==> src/hdl/bmgd_pkg.sv <==
// shared types and codes for the button multipress gesture decoder
package bmgd_pkg;

   localparam int TIME_BITS_DEFAULT = 32;
   localparam int WINDOW_BITS       = 16;
   localparam int CSR_INDEX_BITS    = 2;

   // register indexes
   localparam logic [CSR_INDEX_BITS-1:0] CSR_MULTI_PRESS = 2'd0;
   localparam logic [CSR_INDEX_BITS-1:0] CSR_COMBO       = 2'd1;
   localparam logic [CSR_INDEX_BITS-1:0] CSR_CHAIN       = 2'd2;
   localparam logic [CSR_INDEX_BITS-1:0] CSR_HOLDOFF     = 2'd3;

   // register reset values
   localparam logic [WINDOW_BITS-1:0] MULTI_PRESS_RESET = 16'd300;
   localparam logic [WINDOW_BITS-1:0] COMBO_RESET       = 16'd80;
   localparam logic [WINDOW_BITS-1:0] CHAIN_RESET       = 16'd800;
   localparam logic [WINDOW_BITS-1:0] HOLDOFF_RESET     = 16'd500;

   // request opcodes
   localparam logic [1:0] OP_TICK  = 2'd0;
   localparam logic [1:0] OP_LEFT  = 2'd1;
   localparam logic [1:0] OP_RIGHT = 2'd2;
   localparam logic [1:0] OP_POWER = 2'd3;

   // playback status codes
   localparam logic [1:0] ST_PLAYING = 2'd1;
   localparam logic [1:0] ST_PAUSED  = 2'd2;

   // action codes
   localparam logic [3:0] ACT_TOGGLE_MODE = 4'd0;
   localparam logic [3:0] ACT_DIR_UP      = 4'd1;
   localparam logic [3:0] ACT_SHUFFLE     = 4'd2;
   localparam logic [3:0] ACT_RESTART     = 4'd3;
   localparam logic [3:0] ACT_PREVIOUS    = 4'd4;
   localparam logic [3:0] ACT_ENTER       = 4'd5;
   localparam logic [3:0] ACT_LOOP        = 4'd6;
   localparam logic [3:0] ACT_NEXT        = 4'd7;
   localparam logic [3:0] ACT_PAUSE       = 4'd8;
   localparam logic [3:0] ACT_RESUME      = 4'd9;

   typedef struct packed {
      logic [1:0]  opcode;
      logic [31:0] now_ms;
      logic [1:0]  playback_status;
   } req_type;

   typedef struct packed {
      logic [3:0] action;
      logic       mode_is_player;
      logic       shuffle_enabled;
      logic       loop_enabled;
      logic       last_of_run;
   } rsp_type;

   // results produced by one request, in order
   typedef struct packed {
      logic [1:0] push_count;
      rsp_type    first;
      rsp_type    second;
   } push_type;

endpackage

==> src/hdl/bmgd_decode.sv <==
// gesture state, configuration registers and per-request decode logic
module bmgd_decode import bmgd_pkg::*; #(
   parameter int TIME_BITS = TIME_BITS_DEFAULT
) (
   input  logic                      clock,
   input  logic                      reset,
   input  logic                      fire,
   input  req_type                   item,
   input  logic                      csr_write,
   input  logic [CSR_INDEX_BITS-1:0] csr_index,
   input  logic [WINDOW_BITS-1:0]    csr_data,
   output push_type                  push
);

   logic [WINDOW_BITS-1:0] multi_press_ff, combo_ff, chain_ff, holdoff_ff;

   logic                 mode_ff, mode_in;
   logic                 shuffle_ff, shuffle_in;
   logic                 loop_ff, loop_in;
   logic [1:0]           count_ff [0:1];
   logic [1:0]           count_in [0:1];
   logic [TIME_BITS-1:0] deadline_ff [0:1];
   logic [TIME_BITS-1:0] deadline_in [0:1];
   logic [TIME_BITS-1:0] press_ff [0:1];
   logic [TIME_BITS-1:0] press_in [0:1];
   logic [TIME_BITS-1:0] restart_ff, restart_in;
   logic [TIME_BITS-1:0] power_ff, power_in;

   logic [TIME_BITS-1:0] now_t;
   logic [TIME_BITS-1:0] left_due_diff, right_due_diff, chain_diff, combo_diff, power_diff;
   logic                 side, other;
   logic                 l_due, r_due, combo_hit, power_ok;

   logic [3:0]           act_l, act_r;
   logic                 shuffle_l, loop_r;
   logic [TIME_BITS-1:0] restart_l;
   rsp_type              res_l, res_r;

   assign now_t = TIME_BITS'(item.now_ms);
   assign side  = (item.opcode == OP_RIGHT);
   assign other = ~side;

   // wrapping differences
   assign left_due_diff  = now_t - deadline_ff[0];
   assign right_due_diff = now_t - deadline_ff[1];
   assign chain_diff     = now_t - restart_ff;
   assign combo_diff     = now_t - press_ff[other];
   assign power_diff     = now_t - power_ff;

   assign l_due     = (count_ff[0] != 2'd0) && !left_due_diff[TIME_BITS-1];
   assign r_due     = (count_ff[1] != 2'd0) && !right_due_diff[TIME_BITS-1];
   assign combo_hit = combo_diff <= TIME_BITS'(combo_ff);
   assign power_ok  = power_diff >= TIME_BITS'(holdoff_ff);

   always_comb begin
      mode_in     = mode_ff;
      shuffle_in  = shuffle_ff;
      loop_in     = loop_ff;
      count_in    = count_ff;
      deadline_in = deadline_ff;
      press_in    = press_ff;
      restart_in  = restart_ff;
      power_in    = power_ff;
      push        = '0;

      // left dispatch
      shuffle_l = shuffle_ff;
      restart_l = restart_ff;
      act_l     = ACT_PREVIOUS;
      case (count_ff[0])
         2'd1: begin
            restart_l = '0;
            if (mode_ff) begin
               shuffle_l = ~shuffle_ff;
               act_l     = ACT_SHUFFLE;
            end else begin
               act_l = ACT_DIR_UP;
            end
         end
         2'd2: begin
            if ((restart_ff != '0) && (chain_diff <= TIME_BITS'(chain_ff))) begin
               restart_l = '0;
               act_l     = ACT_PREVIOUS;
            end else begin
               restart_l = now_t;
               act_l     = ACT_RESTART;
            end
         end
         default: begin
            restart_l = '0;
            act_l     = ACT_PREVIOUS;
         end
      endcase

      // right dispatch
      loop_r = loop_ff;
      if (count_ff[1] == 2'd1) begin
         if (mode_ff) begin
            loop_r = ~loop_ff;
            act_r  = ACT_LOOP;
         end else begin
            act_r = ACT_ENTER;
         end
      end else begin
         act_r = ACT_NEXT;
      end

      // left result sees the old loop flag, right result sees the new shuffle flag
      res_l = '{action: act_l, mode_is_player: mode_ff, shuffle_enabled: shuffle_l,
                loop_enabled: loop_ff, last_of_run: ~r_due};
      res_r = '{action: act_r, mode_is_player: mode_ff,
                shuffle_enabled: l_due ? shuffle_l : shuffle_ff,
                loop_enabled: loop_r, last_of_run: 1'b1};

      if (fire) begin
         case (item.opcode)
            OP_TICK: begin
               if (l_due) begin
                  count_in[0] = 2'd0;
                  shuffle_in  = shuffle_l;
                  restart_in  = restart_l;
               end
               if (r_due) begin
                  count_in[1] = 2'd0;
                  loop_in     = loop_r;
               end
               if (l_due && r_due) begin
                  push.push_count = 2'd2;
                  push.first      = res_l;
                  push.second     = res_r;
               end else if (l_due) begin
                  push.push_count = 2'd1;
                  push.first      = res_l;
               end else if (r_due) begin
                  push.push_count = 2'd1;
                  push.first      = res_r;
               end
            end
            OP_LEFT, OP_RIGHT: begin
               if (combo_hit) begin
                  count_in[0]     = 2'd0;
                  count_in[1]     = 2'd0;
                  press_in[0]     = '0;
                  press_in[1]     = '0;
                  mode_in         = ~mode_ff;
                  push.push_count = 2'd1;
                  push.first      = '{action: ACT_TOGGLE_MODE, mode_is_player: ~mode_ff,
                                      shuffle_enabled: shuffle_ff, loop_enabled: loop_ff,
                                      last_of_run: 1'b1};
               end else begin
                  deadline_in[side] = now_t + TIME_BITS'(multi_press_ff);
                  if (count_ff[side] != 2'd3) begin
                     count_in[side] = count_ff[side] + 2'd1;
                  end
                  press_in[side] = now_t;
               end
            end
            default: begin
               if (power_ok) begin
                  power_in = now_t;
                  if (item.playback_status == ST_PLAYING) begin
                     push.push_count = 2'd1;
                     push.first      = '{action: ACT_PAUSE, mode_is_player: mode_ff,
                                         shuffle_enabled: shuffle_ff, loop_enabled: loop_ff,
                                         last_of_run: 1'b1};
                  end else if (item.playback_status == ST_PAUSED) begin
                     push.push_count = 2'd1;
                     push.first      = '{action: ACT_RESUME, mode_is_player: mode_ff,
                                         shuffle_enabled: shuffle_ff, loop_enabled: loop_ff,
                                         last_of_run: 1'b1};
                  end
               end
            end
         endcase
      end
   end

   always_ff @(posedge clock) begin
      if (reset) begin
         multi_press_ff <= MULTI_PRESS_RESET;
         combo_ff       <= COMBO_RESET;
         chain_ff       <= CHAIN_RESET;
         holdoff_ff     <= HOLDOFF_RESET;
         mode_ff        <= 1'b0;
         shuffle_ff     <= 1'b0;
         loop_ff        <= 1'b0;
         count_ff[0]    <= 2'd0;
         count_ff[1]    <= 2'd0;
         deadline_ff[0] <= '0;
         deadline_ff[1] <= '0;
         press_ff[0]    <= '0;
         press_ff[1]    <= '0;
         restart_ff     <= '0;
         power_ff       <= '0;
      end else begin
         mode_ff     <= mode_in;
         shuffle_ff  <= shuffle_in;
         loop_ff     <= loop_in;
         count_ff    <= count_in;
         deadline_ff <= deadline_in;
         press_ff    <= press_in;
         restart_ff  <= restart_in;
         power_ff    <= power_in;
         if (csr_write) begin
            case (csr_index)
               CSR_MULTI_PRESS: multi_press_ff <= csr_data;
               CSR_COMBO:       combo_ff       <= csr_data;
               CSR_CHAIN:       chain_ff       <= csr_data;
               CSR_HOLDOFF:     holdoff_ff     <= csr_data;
               default:         ;
            endcase
         end
      end
   end

endmodule

==> src/hdl/bmgd_rsp_queue.sv <==
// small queue that takes up to two results a cycle and, unstalled, hands out one
module bmgd_rsp_queue import bmgd_pkg::*; (
   input  logic     clock,
   input  logic     reset,
   input  push_type push,
   output logic     room,
   output logic     rsp_valid,
   input  logic     rsp_stall,
   output rsp_type  rsp_data
);

   localparam int QUEUE_DEPTH = 4;
   localparam int PTR_BITS    = $clog2(QUEUE_DEPTH);
   localparam int CNT_BITS    = $clog2(QUEUE_DEPTH + 1);

   rsp_type             entries_ff [0:QUEUE_DEPTH-1];
   logic [PTR_BITS-1:0] wr_ff, wr_in, rd_ff, rd_in;
   logic [CNT_BITS-1:0] count_ff, count_in;
   logic                pop;

   assign rsp_valid = (count_ff != '0);
   assign rsp_data  = entries_ff[rd_ff];
   assign pop       = rsp_valid && !rsp_stall;
   // space for the two results a tick can give
   assign room      = count_ff <= CNT_BITS'(QUEUE_DEPTH - 2);

   assign wr_in    = wr_ff + PTR_BITS'(push.push_count);
   assign rd_in    = rd_ff + PTR_BITS'(pop);
   assign count_in = count_ff + CNT_BITS'(push.push_count) - CNT_BITS'(pop);

   always_ff @(posedge clock) begin
      if (push.push_count != 2'd0) begin
         entries_ff[wr_ff] <= push.first;
      end
      if (push.push_count == 2'd2) begin
         entries_ff[wr_ff + PTR_BITS'(1)] <= push.second;
      end
   end

   always_ff @(posedge clock) begin
      if (reset) begin
         wr_ff    <= '0;
         rd_ff    <= '0;
         count_ff <= '0;
      end else begin
         wr_ff    <= wr_in;
         rd_ff    <= rd_in;
         count_ff <= count_in;
      end
   end

endmodule

==> src/hdl/button_multipress_gesture_decoder.sv <==
// top level of the button multipress gesture decoder
//
//   channel  direction  handshake              payload
//   req_     in         req_valid / req_stall  req_data  (opcode, now_ms, playback_status)
//   rsp_     out        rsp_valid / rsp_stall  rsp_data  (action, flags, last_of_run)
//   csr_     in         csr_valid / csr_ready  csr_index, csr_data
//
// a request is decoded in one pass from the input register; its results enter a four-entry
// queue, which drives rsp_ directly; a new request can be taken every cycle while
// req_stall is low; a tick gives up to two results, paid out one per cycle while rsp_stall
// is low, and req_stall rises only while a request is held and the queue lacks room for two
// synchronous reset clears flags, counts, timestamps and the queue and loads the default
// windows; csr_ready is always high
module button_multipress_gesture_decoder import bmgd_pkg::*; #(
   parameter int TIME_BITS = TIME_BITS_DEFAULT
) (
   input  logic                      clock,
   input  logic                      reset,
   input  logic                      req_valid,
   output logic                      req_stall,
   input  req_type                   req_data,
   output logic                      rsp_valid,
   input  logic                      rsp_stall,
   output rsp_type                   rsp_data,
   input  logic                      csr_valid,
   output logic                      csr_ready,
   input  logic [CSR_INDEX_BITS-1:0] csr_index,
   input  logic [WINDOW_BITS-1:0]    csr_data
);

   // input register
   logic     valid_ff, valid_in;
   req_type  item_ff;
   logic     accept, advance, room;
   push_type push;

   assign advance   = valid_ff && room;
   assign req_stall = valid_ff && !room;
   assign accept    = req_valid && !req_stall;
   assign valid_in  = accept || (valid_ff && !advance);
   assign csr_ready = 1'b1;

   always_ff @(posedge clock) begin
      if (accept) begin
         item_ff <= req_data;
      end
   end

   always_ff @(posedge clock) begin
      if (reset) begin
         valid_ff <= 1'b0;
      end else begin
         valid_ff <= valid_in;
      end
   end

   // decode one request against the gesture state
   bmgd_decode #(
      .TIME_BITS(TIME_BITS)
   ) u_decode (
      .clock     (clock),
      .reset     (reset),
      .fire      (advance),
      .item      (item_ff),
      .csr_write (csr_valid && csr_ready),
      .csr_index (csr_index),
      .csr_data  (csr_data),
      .push      (push)
   );

   // result register and skid space toward the consumer
   bmgd_rsp_queue u_rsp_queue (
      .clock     (clock),
      .reset     (reset),
      .push      (push),
      .room      (room),
      .rsp_valid (rsp_valid),
      .rsp_stall (rsp_stall),
      .rsp_data  (rsp_data)
   );

endmodule

==> config.mk <==
export PLATFORM = sky130hd
export DESIGN_NAME = button_multipress_gesture_decoder
export DESIGN_NICKNAME = d
export VERILOG_FILES = /design/src/hdl/bmgd_pkg.sv /design/src/hdl/bmgd_decode.sv /design/src/hdl/bmgd_rsp_queue.sv /design/src/hdl/button_multipress_gesture_decoder.sv
export SDC_FILE = /design/constraint.sdc
export NUM_CORES = 1
export LEC_CHECK = 0
export ABC_CLOCK_PERIOD_IN_PS = 8850
export BUFFER_PORTS_ARGS = -buffer_cell sky130_fd_sc_hd__clkbuf_2
export CAP_MARGIN = 20
export CELL_PAD_IN_SITES_DETAIL_PLACEMENT = 0
export CELL_PAD_IN_SITES_GLOBAL_PLACEMENT = 2
export CORE_MARGIN = 2
export CORE_UTILIZATION = 40
export CTS_CLUSTER_DIAMETER = 50
export CTS_CLUSTER_SIZE = 16
export DETAILED_ROUTE_END_ITERATION = 10
export PLACE_DENSITY = 0.78
export SETUP_SLACK_MARGIN = 0.15
export SLEW_MARGIN = 25
export SYNTH_ARGS = -nofsm -noshare
export SYNTH_HDL_FRONTEND = slang
export SYNTH_HIERARCHICAL = 1
export SYNTH_SLANG_ARGS = --single-unit
==> constraint.sdc <==
create_clock -name clock -period 8.85 [get_ports clock]
set_clock_uncertainty 0.15 [all_clocks]
set_input_delay 0.4425 -clock clock [delete_from_list [all_inputs] [get_ports clock]]
set_output_delay 0.4425 -clock clock [all_outputs]
set_load 0.05 [all_outputs]
==> run summary <==
outcome -> complete, no violations
TritonCTS Buffers -> 54
final net count -> 3,056
Die H -> 247 um
crit path max fanout -> 18
largest net degree at the start of global routing -> 70
register bit total from synthesis -> 339
Post-DP HPWL -> 55,400 um
Final Hold Viols -> 0
Critical Path End Type -> flop
1st-iter DRT viols -> 1,077
sequential fraction of the synthesis area -> 0.317
total grt overflow -> 0
Hold Crit Class -> primary input to flop
first-pass GRT wire length -> 114,000 um
Initial DRT Pass Iterations -> 5
Area contributors post-synth -> dfxtp_1, ha_1, edfxtp_1, nand2_1, a21oi_1
Post-CTS Setup Repair Bufs -> 0
minimum clock period -> 7510 ps
Slew Viols, Final -> 0
Layout area overhead -> 14.1%
Setup TNS -> 0 ps
Initial Util -> 0.407
clock latency on the worst-skew pair -> 620 ps
MaxCap Viol Count -> 0
Max-Slew Margin vs Limit -> 0.283
RSZ-0062 raised after global routing -> false
vias in the first global route -> 20,100
Peak supply drop -> 0.148 mV
ys async rst share -> 0
largest area contributor in the netlist -> dfxtp_1
core area -> 57,900 sq um
Post-DP Area -> 24,600 sq um
pwr/cell area -> 191 nW/um^2
Critical Path AT -> 7830 ps
DRT antenna net count -> 0
# rows -> 88
crit path launch type -> flop
I/O Buffers -> 68
Gates resized, CTS repair -> 0
final-layout fill cell count -> 5,688
Ys Warns -> 6
via/cell ratio -> 5.65
Post-Syn Nets -> 2,966
Netlist Area Pre-Place -> 23,600 sq um
GRT Total Usage -> 0.240
Critical Path Max Stage Delay -> 530 ps
Leakage -> 0.0106 uW
Synth Instances -> 2,670
Slowest-stage cell, CP -> ha_2
layout cells sized above 1 -> 0.134
kind of critical path -> flop to flop
number of enable flip-flop cells after synthesis -> 68
final worst-path cycle share -> 0.848
CTS clock-pin slew for the worst setup and hold paths -> 60 ps
synthesized area per cell -> 8.82 sq um
CTS Root Cell -> clkbuf_16
Worst Path Required -> 9180 ps
DR vias -> 20,200
buffers plus inverters on the worst setup path -> 4
initial antenna violation count -> 0
drt total wl -> 73,400 um
largest delay contributor family on the critical path -> compound AO/OA/AOI/OAI gates
GP Congestion -> 0.889
boundary pin count -> 70
# setup viols final -> 0
# H-tree levels -> 2
CTS tree -> done
TritonCTS Sinks -> 339
Yosys cell types -> 112
wire length per cell -> 20.5 um
# diodes -> 0
Die Width -> 247 um
Residual DRC -> 0
Max Fclk -> 0.133 GHz
design area -> 26,900 sq um
Synth top area share -> 0.230
worst-margin pin slew -> 1080 ps
clock tree buffer depth -> 3
Top FF cell, synth -> dfxtp_1
die footprint -> 60,900 sq um
## final cells by class
type	count	area [sq um]	share of cell area
clock inverter	39	378	0.0141
timing repair buffer	154	1120	0.0415
clock buffer	63	1450	0.0540
tap	765	957	0.0356
inverter	244	916	0.0341
multi-input combinational	1967	14600	0.543
sequential	339	7470	0.278
## flip-flops by register name, summed over array words and instances (netlist names)
| signal | cells |
|---|---|
| u_decode/chain_ff | 16 |
| u_decode/deadline_ff | 64 |
| u_rsp_queue/entries_ff | 32 |
| u_decode/mode_ff | 1 |
| u_rsp_queue/rd_ff | 2 |
| u_rsp_queue/wr_ff | 2 |
| u_decode/loop_ff | 1 |
| u_decode/holdoff_ff | 16 |
| item_ff | 36 |
| u_decode/power_ff | 32 |
| u_decode/press_ff | 64 |
| u_decode/combo_ff | 16 |
| u_decode/multi_press_ff | 16 |
| u_decode/restart_ff | 32 |
| u_decode/count_ff | 4 |
| valid_ff | 1 |
| u_rsp_queue/count_ff | 3 |
| u_decode/shuffle_ff | 1 |
## logic make-up after synthesis
kind of cell | after synthesis | synth area share
flip-flops | 339 | 0.317
other | 2 | 0.000319
AND/OR/NAND/NOR | 782 | 0.161
buffers and inverters | 364 | 0.0656
adder cells (fa/ha/maj) | 237 | 0.127
XOR/XNOR | 83 | 0.0309
AO/OA/AOI/OAI | 707 | 0.224
multiplexers | 156 | 0.0732
## cell usage after synthesis, types with 8 or more instances
cell	count
a211o_1	12
a211oi_1	24
a21o_1	40
a21oi_1	201
a22o_1	38
a311oi_1	9
a31oi_1	18
and2_1	19
and3_1	21
and4_1	10
buf_2	24
buf_4	8
buf_6	9
clkbuf_1	66
dfxtp_1	271
edfxtp_1	68
ha_1	232
inv_1	243
mux2_2	46
mux2i_1	98
mux4_2	8
nand2_1	280
nand2b_1	21
nand3_1	55
nand4_1	40
nor2_1	182
nor2b_1	25
nor3_1	38
nor4_1	16
o2111ai_1	8
o211ai_1	28
o21a_1	26
o21ai_0	90
o21bai_1	13
o2bb2ai_1	43
o2bb2ai_2	40
or2_2	9
or3_1	19
xnor2_1	57
xor2_1	26
## routing by layer
metal / vias up / global-route usage / part of all wire
li1: 9859 / - / -
met1: 9735 / 0.329 / 0.48
met2: 451 / 0.387 / 0.44
met3: 121 / 0.0355 / 0.045
met4: 0 / 0.0764 / 0.029
met5: - / 0 / 0
## path summary, 6_finish.rpt
path | start | end | slack, ps | cells past startpoint
setup / recovery | item_ff[34]$_DFFE_PP_ | u_rsp_queue/count_ff[2]$_SDFF_PP0_ | 1340 | 35
hold / removal | csr_data[7] | u_decode/combo_ff[7]$_SDFFE_PP0P_ | 50 | 3
setup reg to reg | item_ff[34]$_DFFE_PP_ | u_rsp_queue/count_ff[2]$_SDFF_PP0_ | 1340 | 35
hold reg to reg | u_decode/combo_ff[13]$_SDFFE_PP0P_ | u_decode/combo_ff[13]$_SDFFE_PP0P_ | 310 | 2
## through the flow
step,utilization,setup WS (ps),power (uW),hold WS (ps),std cells
2_1_floorplan,-,1510,2640,277,2670
3_3_place_gp,0.424,1270,2970,293,3425
3_5_place_dp,0.424,1080,2990,296,3425
4_1_cts,0.463,1080,5170,15.5,3570
5_1_grt,0.464,567,5380,25.6,3571
6_report,0.464,1340,5130,51.1,3571
## where the power goes
part / internal [uW] / total [uW] / leakage [uW] / switching, uW
clock network: 1270 / 2150 / 0.000899 / 877
registers: 1650 / 1710 / 0.00282 / 59.3
logic: 489 / 1280 / 0.00687 / 788
## worst min-delay path, delay by kind of cell
| kind | cells | cell delay, ps |
|---|---|---|
| buf+inv | 1 | 180 |
| simple gates | 1 | 90 |
| compound gates | 1 | 50 |
## layout by cell type (no fill, tap or decap), types with 17 or more instances in the layout
| master | Yosys | final |
|---|---|---|
| a211oi_1 | 24 | 24 |
| a21o_1 | 40 | 40 |
| a21oi_1 | 201 | 201 |
| a22o_1 | 38 | 37 |
| a31oi_1 | 18 | 17 |
| and2_1 | 19 | 19 |
| and3_1 | 21 | 21 |
| buf_4 | 8 | 43 |
| clkbuf_16 | 0 | 56 |
| clkbuf_2 | 3 | 67 |
| dfxtp_1 | 271 | 271 |
| dlygate4sd3_1 | 0 | 43 |
| edfxtp_1 | 68 | 68 |
| ha_1 | 232 | 231 |
| inv_1 | 243 | 243 |
| mux2_2 | 46 | 46 |
| mux2i_1 | 98 | 98 |
| nand2_1 | 280 | 280 |
| nand2b_1 | 21 | 21 |
| nand3_1 | 55 | 55 |
| nand4_1 | 40 | 40 |
| nor2_1 | 182 | 181 |
| nor2b_1 | 25 | 24 |
| nor3_1 | 38 | 38 |
| o211ai_1 | 28 | 28 |
| o21a_1 | 26 | 26 |
| o21ai_0 | 90 | 90 |
| o2bb2ai_1 | 43 | 43 |
| o2bb2ai_2 | 40 | 40 |
| or3_1 | 19 | 18 |
| xnor2_1 | 57 | 57 |
| xor2_1 | 26 | 26 |
## repair_timing
item | 4_1_cts | 5_1_grt
setup endpoints to repair | 0 | 0
endpoints found under the hold margin | 52 | 0
hold buffers | 43 | 0
(Power assumes the default switching activity.)
